`config.mk`:
```
export PLATFORM = sky130hd
export DESIGN_NAME = group_reversal_buffer
export DESIGN_NICKNAME = d
export VERILOG_FILES = /design/src/hw/rtl/grb_pkg.sv /design/src/hw/rtl/grb_ram.sv /design/src/hw/rtl/grb_ctrl.sv /design/src/hw/rtl/group_reversal_buffer.sv
export VERILOG_INCLUDE_DIRS = /design/src /design/src/hw/rtl
export SDC_FILE = /design/constraint.sdc
export NUM_CORES = 1
export LEC_CHECK = 0
export ABC_AREA = 1
export BUFFER_PORTS_ARGS = -buffer_cell sky130_fd_sc_hd__buf_2
export CAP_MARGIN = 20
export CORE_UTILIZATION = 50
export CTS_CLUSTER_SIZE = 28
export DETAILED_ROUTE_END_ITERATION = 16
export PLACE_DENSITY = 0.64
export RECOVER_POWER = 50
export SLEW_MARGIN = 20
export SYNTH_ARGS = -nofsm -noshare
export SYNTH_HDL_FRONTEND = slang
export SYNTH_SLANG_ARGS = --single-unit
```
`constraint.sdc`:
```
create_clock -name clock -period 3.76 [get_ports clock]
set_input_delay 0.564 -clock clock [delete_from_list [all_inputs] [get_ports clock]]
set_output_delay 0.564 -clock clock [all_outputs]
set_load 0.02 [all_outputs]
```
`src/hw/rtl/assert_macros.svh`:
```
// Assertion macros of the group reversal buffer RTL, used by the sequencer.
`ifndef ASSERT_MACROS_SVH
`define ASSERT_MACROS_SVH
`ifndef SYNTHESIS
// Clocked property, disabled while reset is high.
`define GRB_ASSERT(label, clk, rst, prop, msg) \
   label: assert property (@(posedge clk) disable iff (rst) prop) else $error(msg);
// Clocked property, checked during reset as well.
`define GRB_ASSERT_ALWAYS(label, clk, prop, msg) \
   label: assert property (@(posedge clk) prop) else $error(msg);
`else
`define GRB_ASSERT(label, clk, rst, prop, msg)
`define GRB_ASSERT_ALWAYS(label, clk, prop, msg)
`endif
`endif

```
`src/hw/rtl/grb_pkg.sv`:
```
// Shared types, constants and helpers of the group reversal buffer.
package grb_pkg;

   // Capacity of the group store
   localparam int MAX_GROUP = 16;
   localparam int IDX_W     = (MAX_GROUP > 1) ? $clog2(MAX_GROUP) : 1;
   localparam int KW        = $clog2(MAX_GROUP + 1);
   localparam int VALUE_W   = 32;
   localparam int CSR_W     = 5;

   // Sequencer states
   typedef enum logic [0:0] {
      ST_IDLE,
      ST_DRAIN
   } grb_state_type;

   // Map the raw size register to a usable group length (zero acts as one)
   function automatic logic [KW-1:0] eff_group_size(input logic [CSR_W-1:0] gs);
      logic [KW-1:0] k;
      if (gs == '0) begin
         k = KW'(1);
      end else if (int'(gs) > MAX_GROUP) begin
         k = KW'(MAX_GROUP);
      end else begin
         k = KW'(gs);
      end
      return k;
   endfunction

endpackage

```
`src/hw/rtl/grb_ram.sv`:
```
// Generic single-write, single-read synchronous RAM with registered read data.
module grb_ram #(
   parameter int DATA_W = 32,
   parameter int DEPTH  = 16,
   localparam int ADDR_W = (DEPTH > 1) ? $clog2(DEPTH) : 1
) (
   input  logic              clock,
   input  logic              wr_en,
   input  logic [ADDR_W-1:0] wr_addr,
   input  logic [DATA_W-1:0] wr_data,
   input  logic              rd_en,
   input  logic [ADDR_W-1:0] rd_addr,
   output logic [DATA_W-1:0] rd_data
);

   logic [DATA_W-1:0] mem [DEPTH];
   logic [DATA_W-1:0] rd_data_ff;

   // Write port
   always_ff @(posedge clock) begin
      if (wr_en) begin
         mem[wr_addr] <= wr_data;
      end
   end

   // Read port: data holds until the next read
   always_ff @(posedge clock) begin
      if (rd_en) begin
         rd_data_ff <= mem[rd_addr];
      end
   end

   assign rd_data = rd_data_ff;

endmodule

```
`src/hw/rtl/grb_ctrl.sv`:
```
// Sequencer of the group reversal buffer: fill count, drain order, output flags.
`include "assert_macros.svh"
module grb_ctrl
   import grb_pkg::*;
(
   input  logic             clock,
   input  logic             reset,
   input  logic [KW-1:0]    eff_k,
   input  logic             req_valid,
   input  logic             req_is_last,
   output logic             req_stall,
   output logic             rsp_valid,
   output logic             rsp_end_of_sequence,
   input  logic             rsp_stall,
   output logic             wr_en,
   output logic [IDX_W-1:0] wr_addr,
   output logic             rd_en,
   output logic [IDX_W-1:0] rd_addr
);

   grb_state_type    state_ff, state_in;
   logic [IDX_W-1:0] fill_ff, fill_in;
   logic [IDX_W-1:0] idx_ff, idx_in;
   logic [IDX_W-1:0] top_ff, top_in;
   logic             rev_ff, rev_in;
   logic             last_ff, last_in;
   logic             rsp_valid_ff, rsp_valid_in;
   logic             rsp_end_ff, rsp_end_in;

   logic             accept;
   logic [KW-1:0]    n_held;
   logic             full;
   logic             emit;
   logic             issue;
   logic             final_beat;

   // Control registers
   always_ff @(posedge clock) begin
      if (reset) begin
         state_ff     <= ST_IDLE;
         fill_ff      <= '0;
         rsp_valid_ff <= 1'b0;
      end else begin
         state_ff     <= state_in;
         fill_ff      <= fill_in;
         rsp_valid_ff <= rsp_valid_in;
      end
   end

   // Drain bookkeeping and result flag
   always_ff @(posedge clock) begin
      idx_ff     <= idx_in;
      top_ff     <= top_in;
      rev_ff     <= rev_in;
      last_ff    <= last_in;
      rsp_end_ff <= rsp_end_in;
   end

   // Group decision for the incoming beat
   assign accept     = req_valid && (state_ff == ST_IDLE);
   assign n_held     = KW'(fill_ff) + KW'(1);
   assign full       = (n_held >= eff_k);
   assign emit       = full || req_is_last;
   assign issue      = (state_ff == ST_DRAIN) && (!rsp_valid_ff || !rsp_stall);
   assign final_beat = rev_ff ? (idx_ff == '0) : (idx_ff == top_ff);

   // Next state and outputs
   always_comb begin
      state_in   = state_ff;
      fill_in    = fill_ff;
      idx_in     = idx_ff;
      top_in     = top_ff;
      rev_in     = rev_ff;
      last_in    = last_ff;
      rsp_end_in = rsp_end_ff;
      case (state_ff)
         ST_IDLE: begin
            if (accept) begin
               if (emit) begin
                  // Full group drains newest first, short final group oldest first
                  fill_in  = '0;
                  state_in = ST_DRAIN;
                  top_in   = fill_ff;
                  rev_in   = full;
                  idx_in   = full ? fill_ff : '0;
                  last_in  = req_is_last;
               end else begin
                  fill_in = n_held[IDX_W-1:0];
               end
            end
         end
         ST_DRAIN: begin
            if (issue) begin
               rsp_end_in = last_ff && final_beat;
               if (final_beat) begin
                  state_in = ST_IDLE;
               end else begin
                  idx_in = rev_ff ? (idx_ff - IDX_W'(1)) : (idx_ff + IDX_W'(1));
               end
            end
         end
         default: begin
            state_in = ST_IDLE;
         end
      endcase
   end

   // Output beat is held while stalled, refilled on each read
   assign rsp_valid_in = issue || (rsp_valid_ff && rsp_stall);

   assign req_stall           = (state_ff != ST_IDLE);
   assign rsp_valid           = rsp_valid_ff;
   assign rsp_end_of_sequence = rsp_end_ff;
   assign wr_en               = accept;
   assign wr_addr             = fill_ff;
   assign rd_en               = issue;
   assign rd_addr             = idx_ff;

   `GRB_ASSERT_ALWAYS(a_reset_idle, clock, reset |=> (state_ff == ST_IDLE && !rsp_valid_ff), "reset does not clear sequencer")
   `GRB_ASSERT(a_drain_start, clock, reset, (accept && emit) |=> (state_ff == ST_DRAIN && fill_ff == '0), "emitting beat does not start drain")
   `GRB_ASSERT(a_idx_range, clock, reset, (state_ff == ST_DRAIN) |-> (idx_ff <= top_ff), "drain index beyond group")
   `GRB_ASSERT(a_issue_valid, clock, reset, issue |=> rsp_valid_ff, "read issued without output beat")

endmodule

```
`src/hw/rtl/group_reversal_buffer.sv`:
```
// Top level of the group reversal buffer: size register, group store, sequencer.
//
// The group reversal buffer collects values into a group store of MAX_GROUP
// (16) entries and emits each complete group newest first; a short final group
// is emitted in arrival order when the end mark comes, and the last result of
// a sequence carries end_of_sequence. An item that completes no group does not
// stall the input, and the next item may follow at once. An item that releases a
// group of n values stalls the input while the group drains through the single
// read port of the store, one result per cycle when the output is not stalled.
// The first result is read in the drain state of the sequencer and comes out of
// the read register of the store. Group size writes are accepted at any time
// and are meant to be made while the block is idle.
module group_reversal_buffer
   import grb_pkg::*;
(
   input  logic                      clock,
   input  logic                      reset,
   input  logic                      csr_valid,
   output logic                      csr_ready,
   input  logic [CSR_W-1:0]          csr_group_size,
   input  logic                      req_valid,
   output logic                      req_stall,
   input  logic signed [VALUE_W-1:0] req_value,
   input  logic                      req_is_last,
   output logic                      rsp_valid,
   input  logic                      rsp_stall,
   output logic signed [VALUE_W-1:0] rsp_value_res,
   output logic                      rsp_end_of_sequence
);

   logic [CSR_W-1:0]   group_size_ff, group_size_in;
   logic [KW-1:0]      eff_k;
   logic               wr_en;
   logic [IDX_W-1:0]   wr_addr;
   logic               rd_en;
   logic [IDX_W-1:0]   rd_addr;
   logic [VALUE_W-1:0] rd_data;

   // Size register
   assign csr_ready     = 1'b1;
   assign group_size_in = (csr_valid && csr_ready) ? csr_group_size : group_size_ff;

   always_ff @(posedge clock) begin
      if (reset) begin
         group_size_ff <= CSR_W'(1);
      end else begin
         group_size_ff <= group_size_in;
      end
   end

   assign eff_k = eff_group_size(group_size_ff);

   // Sequencer
   grb_ctrl u_ctrl (
      .clock               (clock),
      .reset               (reset),
      .eff_k               (eff_k),
      .req_valid           (req_valid),
      .req_is_last         (req_is_last),
      .req_stall           (req_stall),
      .rsp_valid           (rsp_valid),
      .rsp_end_of_sequence (rsp_end_of_sequence),
      .rsp_stall           (rsp_stall),
      .wr_en               (wr_en),
      .wr_addr             (wr_addr),
      .rd_en               (rd_en),
      .rd_addr             (rd_addr)
   );

   // Group store; its read register doubles as the output value register
   grb_ram #(
      .DATA_W (VALUE_W),
      .DEPTH  (MAX_GROUP)
   ) u_store (
      .clock   (clock),
      .wr_en   (wr_en),
      .wr_addr (wr_addr),
      .wr_data ($unsigned(req_value)),
      .rd_en   (rd_en),
      .rd_addr (rd_addr),
      .rd_data (rd_data)
   );

   assign rsp_value_res = $signed(rd_data);

endmodule

```
Word-level counts from Yosys, hierarchy flattened
Memories as Yosys holds them, arrays and structs flattened. A register that Yosys moved wholly into a read port is not among the register bits.
Index checks and enable logic that the tools add are counted.
- register bits: 22
- bits in writable memories: 512
- input bits: 43
- output and inout bits: 36
- word-level logic and storage cells: 54
- memories: 1
- memories (name ; words ; bits a word ; read ports ; clocked after Yosys merged registers in ; write ports ; line ; source):
    u_store.mem ; 16 ; 32 ; 1 ; 1 ; 1 ; grb_ram.sv:16 ; logic [DATA_W-1:0] mem [DEPTH];
- $add $sub $neg: 3
- $lt $le $gt $ge: 2
- equality and inequality tests: 5
- multiplexer cells: 18
- bitwise logic cells: 1
- reductions and logical operators: 15
- operators by type and width (operator ; number):
    two-way mux 4 bit ; 7
    two-way mux 5 bit ; 2
    case mux 4 bit (2 select lines) ; 1
    two-way mux 1 bit ; 7
    adder 4 x 1 -> 5 bit, second input constant ; 1
    >= comparator 5 bit ; 1
    greater-than comparator 5 bit, second input constant ; 1
    logical NOT 5 bit ; 1
    adder 4 x 1 -> 4 bit, second input constant ; 1
    equality test 4 bit ; 1
    logical AND 1 bit ; 4
    logical NOT 4 bit ; 1
    != test 2 x 1 -> 1 bit, second input constant ; 2
    != test 2 bit, second input constant ; 2
    AND reduction 2 bit ; 2
    AND reduction 4 bit ; 1
    subtractor 4 x 1 -> 4 bit, second input constant ; 1
    logical OR 1 bit ; 3
    AND reduction 3 bit ; 1
    logical NOT 1 bit ; 2
    case mux 1 bit (2 select lines) ; 1
    NOT 1 bit ; 1

Longest topological paths before layout
- depth in word-level cells: 8
- gate-level depth with buffers: 11

Hierarchy
A second synthesis with hierarchy kept.
- cell total of the unflattened synthesis: 2264
- area, all modules: 24257.0 um2
- modules (own cells, without submodules) (module ; times used ; cells each ; area an instance (um2) ; sequential area each (um2)):
    grb_ram ; 1 ; 2120 ; 23050.9 ; 16335.7
    grb_ctrl ; 1 ; 109 ; 979.7 ; 450.4
    group_reversal_buffer ; 1 ; 35 ; 226.5 ; 100.1

Worst setup path before layout
Ideal clock, no wire load.
- path kind: input-to-reg
- start point: in req_valid
- end point: mem u_store.mem[0][0], enable pin
- data arrival time: 2.305 ns
- slack: 1.034 ns
- stages: 4
- path buffers: 0
- cell sequence: nand2_1 -> inv_1 -> nand2_1 -> nor2_1
- longest elaborated chain between the ends: 3
- RTL lines (what ; line ; source):
    from (decl) ; group_reversal_buffer.sv:21 ; input logic req_valid,
    logical AND 1 bit ; grb_ctrl.sv:60 ; assign accept = req_valid && (state_ff == ST_IDLE);
    two-way mux 1 bit ; grb_ram.sv:21 ; if (wr_en) begin
    two-way mux 1 bit (implied by the code) ; grb_ram.sv:22 ; mem[wr_addr] <= wr_data;
    to (decl) ; grb_ram.sv:16 ;
Every way passes these cells.

Final worst setup path
- start point: reg u_ctrl.state_ff (netlist: u_ctrl.req_stall)
- end point: mem u_store.mem[3][24], enable pin
- longest elaborated chain between the ends: 4
- RTL lines (what ; line ; source):
    from (decl) ; grb_ctrl.sv:21 ; grb_state_type state_ff, state_in;
    from (signal assigned) ; grb_ctrl.sv:44 ; state_ff <= state_in;
    NOT 1 bit (no line) ; - ;
    logical AND 1 bit ; grb_ctrl.sv:60 ;
    two-way mux 1 bit ; grb_ram.sv:21 ;
    two-way mux 1 bit (implied by the code) ; grb_ram.sv:22 ;
Every way passes these cells.

==> impl_metrics.xml <==
<?xml version="1.0" encoding="UTF-8"?>
<metrics>
  <group name="status">
    <metric name="status" unit="">complete, no violations</metric>
  </group>
  <group name="worst_setup_path">
    <metric name="max_fanout_on_critical_path" unit="">26</metric>
    <metric name="timing.rr.start" unit="">u_ctrl.req_stall</metric>
    <metric name="crit-reg2reg-capture" unit="">u_store.mem[3][24]</metric>
    <metric name="crit_arrival" unit="ps">2890</metric>
    <metric name="critical_path.top_delay_family" unit="">simple AND/OR/NAND/NOR gates</metric>
    <metric name="critPathRequiredTime" unit="ps">4000</metric>
    <metric name="path_buf_inv" unit="">3</metric>
    <metric name="crit_chain" unit="">clkinv_1 &gt; nand2_1 &gt; inv_1 &gt; nand2_1 &gt; nor2_1 &gt; buf_4</metric>
    <metric name="critical_path_class" unit="">reg2reg</metric>
    <metric name="critPathMostFrequentCell" unit="">nand2_1</metric>
    <metric name="worst-r2r-cell-count" unit="">6</metric>
    <metric name="slowest_stage" unit="">nor2_1</metric>
    <metric name="reg2reg_setup_slack" unit="ps">1100</metric>
    <metric name="worstSetupStartpointType" unit="">register</metric>
    <metric name="crit_path_max_incr_delay" unit="ps">620</metric>
    <metric name="worstSetupEndpointType" unit="">register</metric>
  </group>
  <group name="sta">
    <metric name="worstMarginPinSlew" unit="ps">1130</metric>
    <metric name="maxClockFrequency" unit="MHz">376</metric>
    <metric name="final_count_of_negative_setup_slack_endpoints" unit="">0</metric>
    <metric name="aggregate_negative_setup_slack" unit="ps">0</metric>
    <metric name="final_max_slew_violation_count" unit="">0</metric>
    <metric name="finalCritPeriodShare" unit="%">70.7</metric>
    <metric name="finalClockSkew" unit="ps">29.6</metric>
    <metric name="minimum_clock_period_after_layout" unit="ps">2660</metric>
    <metric name="final_hold_violations" unit="">0</metric>
    <metric name="timing.max_slew.rel_slack" unit="%">24.7</metric>
    <metric name="rsz_0062_raised_after_global_routing" unit="">false</metric>
  </group>
  <group name="layout">
    <metric name="postLayoutCellArea" unit="um2">24700</metric>
    <metric name="drive_above_1_share" unit="%">7.89</metric>
    <metric name="multiInputGateArea" unit="um2">4740</metric>
    <metric name="syn_to_final_growth" unit="%">11.7</metric>
    <metric name="fin_nets" unit="">1761</metric>
    <metric name="mostFrequentLayoutCells" unit="">edfxtp_1 (555), nor2_1 (302), o21ai_0 (212)</metric>
    <metric name="sequential_cell_area" unit="um2">16900</metric>
    <metric name="fillCellCount" unit="">3552</metric>
    <metric name="final_common_cell" unit="">edfxtp_1</metric>
  </group>
  <group name="synth">
    <metric name="postSynthAreaPerCell" unit="um2">13.5</metric>
    <metric name="synth_nets" unit="">1693</metric>
    <metric name="postSynth.topFlopCell" unit="">edfxtp_1</metric>
    <metric name="synth_async_sr_flop_share" unit="%">0</metric>
    <metric name="post_synth_num_cell_types" unit="">37</metric>
    <metric name="synth-edff-count" unit="">555</metric>
    <metric name="syn-instance-count" unit="">1638</metric>
    <metric name="synth-warning-count" unit="">0</metric>
    <metric name="mappedNetlistArea" unit="um2">22100</metric>
    <metric name="ys_ff_latch" unit="">566</metric>
    <metric name="synth_seq_area_share" unit="%">76.3</metric>
  </group>
  <group name="power">
    <metric name="power_per_cell_area" unit="nW/um2">636</metric>
    <metric name="vdd.ir_drop.worst" unit="V">0.000435</metric>
    <metric name="total_leakage_power" unit="nW">8.00</metric>
    <metric name="p_sw" unit="W">0.00476</metric>
    <metric name="clock_power_share" unit="%">32.3</metric>
    <metric name="switching_share" unit="%">30.3</metric>
    <metric name="internal_cell_power" unit="W">0.0110</metric>
    <metric name="fin_total_pwr" unit="W">0.0157</metric>
    <metric name="seq_power_share" unit="%">47.1</metric>
    <metric name="share_comb_of_total_power" unit="%">20.6</metric>
  </group>
  <group name="floorplan">
    <metric name="core.rowCount" unit="">76</metric>
    <metric name="ioPinCount" unit="">79</metric>
    <metric name="start_util" unit="%">51.0</metric>
    <metric name="die-width" unit="um">212</metric>
    <metric name="coreArea" unit="um2">43400</metric>
    <metric name="dieArea" unit="um2">45100</metric>
    <metric name="die_h" unit="um">212</metric>
  </group>
  <group name="global_route">
    <metric name="grt_max_degree" unit="">259</metric>
    <metric name="gr-usage-all-layers" unit="%">23.7</metric>
    <metric name="antenna_found_initial" unit="">2</metric>
    <metric name="grt_first_pass_wirelength" unit="um">79400</metric>
    <metric name="vias_in_the_first_global_route" unit="">13200</metric>
    <metric name="grt.overflow.total" unit="">0</metric>
  </group>
  <group name="hold_path">
    <metric name="hold_start" unit="">reset</metric>
    <metric name="hold_path_end" unit="">u_ctrl.rsp_valid</metric>
    <metric name="worstHoldPathCells" unit="">2</metric>
    <metric name="hold_path.class" unit="">in2reg</metric>
  </group>
  <group name="clock_network">
    <metric name="postCtsSetupBuffers" unit="">0</metric>
    <metric name="cts_num_sinks" unit="">566</metric>
    <metric name="clk_latency" unit="ps">620</metric>
    <metric name="worst_setup_hold_path_clk_slew" unit="ps">60</metric>
    <metric name="clock_tree_from_tritoncts" unit="">built</metric>
    <metric name="cell_at_the_root_of_the_clock_tree" unit="">clkbuf_16</metric>
    <metric name="hold_buffers" unit="">0</metric>
    <metric name="tritoncts.num_buffers" unit="">57</metric>
    <metric name="postCtsResizedCells" unit="">0</metric>
    <metric name="cts.path.max_buffers" unit="">3</metric>
    <metric name="cts_htree_levels" unit="">2</metric>
  </group>
  <group name="place">
    <metric name="dpl_cell_area" unit="um2">23200</metric>
    <metric name="detailed_place_hpwl" unit="um">28600</metric>
    <metric name="place.gp.congestion" unit="">0.805</metric>
    <metric name="input_output_buffers" unit="">77</metric>
  </group>
  <group name="detailed_routing">
    <metric name="route.final.wire_length" unit="um">52100</metric>
    <metric name="detail_route.drc_violations" unit="">0</metric>
    <metric name="firstDrtPassIters" unit="">5</metric>
    <metric name="route.detailed.wl_per_inst" unit="um">22.3</metric>
    <metric name="ant_nets" unit="">0</metric>
    <metric name="drt_first_iter_violations" unit="">1330</metric>
    <metric name="route.vias.total" unit="">13500</metric>
    <metric name="vias_per_cell" unit="">5.79</metric>
  </group>
  <group name="job">
    <metric name="maxCapViolCount" unit="">0</metric>
  </group>
</metrics>
-- layer usage --
layer / GRT usage (%) / up-vias / share of wire, %
li1: - / 6167 / -
met1: 34.3 / 6754 / 44
met2: 36.8 / 539 / 47
met3: 4.02 / 80 / 7.5
met4: 7.47 / 0 / 2.2
met5: 0 / - / 0
-- cell type report --
cell class	count	share of cell area, %
clock inverter	34	0.749
timing repair buffer	107	2.43
clock buffer	69	5.95
antenna	2	0.0202
inverter	25	0.405
tap	585	2.96
multi-input combinational	949	19.2
sequential	566	68.3
-- how the worst max path moves through the flow --
stage | from | end | slack, ps | cells past startpoint
after detailed placement | req_valid | u_store.mem[5][21] | 1150 | 6
after global placement | req_valid | u_store.mem[9][15] | 1180 | 6
after global routing | u_ctrl.req_stall | u_store.mem[3][24] | 920 | 6
after floorplan | req_valid | u_store.mem[0][0] | 1030 | 4
final | u_ctrl.req_stall | u_store.mem[3][24] | 1100 | 6
after CTS | u_ctrl.rd_addr[0] | u_ctrl.rd_addr[2] | 1140 | 7
-- cells in the mapped netlist, drive strengths merged, types with 2 or more instances --
| cell | n | area share [%] |
|---|---|---|
| o211ai | 54 | 1.9 |
| nor2 | 319 | 5.4 |
| edfxtp | 555 | 75 |
| nand2 | 133 | 2.3 |
| o21bai | 4 | 0.14 |
| mux2i | 9 | 0.41 |
| a21oi | 36 | 0.81 |
| ha | 11 | 0.62 |
| nand3 | 48 | 1.1 |
| dfxtp | 11 | 1.0 |
| inv | 24 | 0.42 |
| o21ai | 248 | 5.6 |
| clkbuf | 43 | 0.74 |
| nand4 | 2 | 0.057 |
| or2 | 9 | 0.25 |
| buf | 55 | 1.6 |
| o22ai | 66 | 1.9 |
| xor2 | 3 | 0.12 |
| o221ai | 2 | 0.079 |
-- through the flow --
| step | hold slack [ps] | instances | utilization [%] | setup slack, ps |
|---|---|---|---|---|
| after floorplan | 452 | 1638 | - | 1030 |
| after global placement | 475 | 2232 | 53.4 | 1180 |
| after detailed placement | 482 | 2232 | 53.4 | 1150 |
| after CTS | 126 | 2335 | 57.2 | 1140 |
| after global routing | 160 | 2336 | 57.0 | 918 |
| final | 155 | 2337 | 57.0 | 1100 |
-- worst reg2reg max path, delay by kind of cell (launching register included) --
| family | cells | cell delay (ps) |
|---|---|---|
| buffers and inverters | 3 | 910 |
| and+or+nand+nor | 3 | 1040 |
| DFF | 1 | 340 |
-- flip-flops by register name, indices dropped and copies added (netlist names) --
register                    flops
u_ctrl.rev_ff                   1
u_ctrl.rd_addr                  4
u_ctrl.req_stall                1
u_store.mem                   512
u_ctrl.last_ff                  1
u_ctrl.top_ff                   4
u_store.rd_data                32
group_size_ff                   5
u_ctrl.rsp_end_of_sequence      1
u_ctrl.rsp_valid                1
u_ctrl.wr_addr                  4
-- logic make-up (layout without fill, tap and decap cells) --
family	Yosys count	after routing	share of synthesized area (%)
AOI/OAI and AO/OA	412	412	10.5
xor gates and xnor gates	4	4	0.158
adders and majority gates	12	12	0.712
buffers and inverters	123	235	2.80
DFF	566	566	76.3
muxes	9	9	0.407
other	1	3	0.0169
and+or+nand+nor	511	511	9.12
-- power groups by stage --
| stage | Combinational, W | Clock [W] | Sequential (W) |
|---|---|---|---|
| 2_1_floorplan | 0.00214 | 0 | 0.00759 |
| 6_report | 0.00323 | 0.00508 | 0.00740 |
| 5_1_grt | 0.00358 | 0.00541 | 0.00742 |
| 3_5_place_dp | 0.00325 | 0 | 0.00753 |
| 3_3_place_gp | 0.00321 | 0 | 0.00753 |
| 4_1_cts | 0.00326 | 0.00517 | 0.00740 |
(Power assumes the default switching activity.)
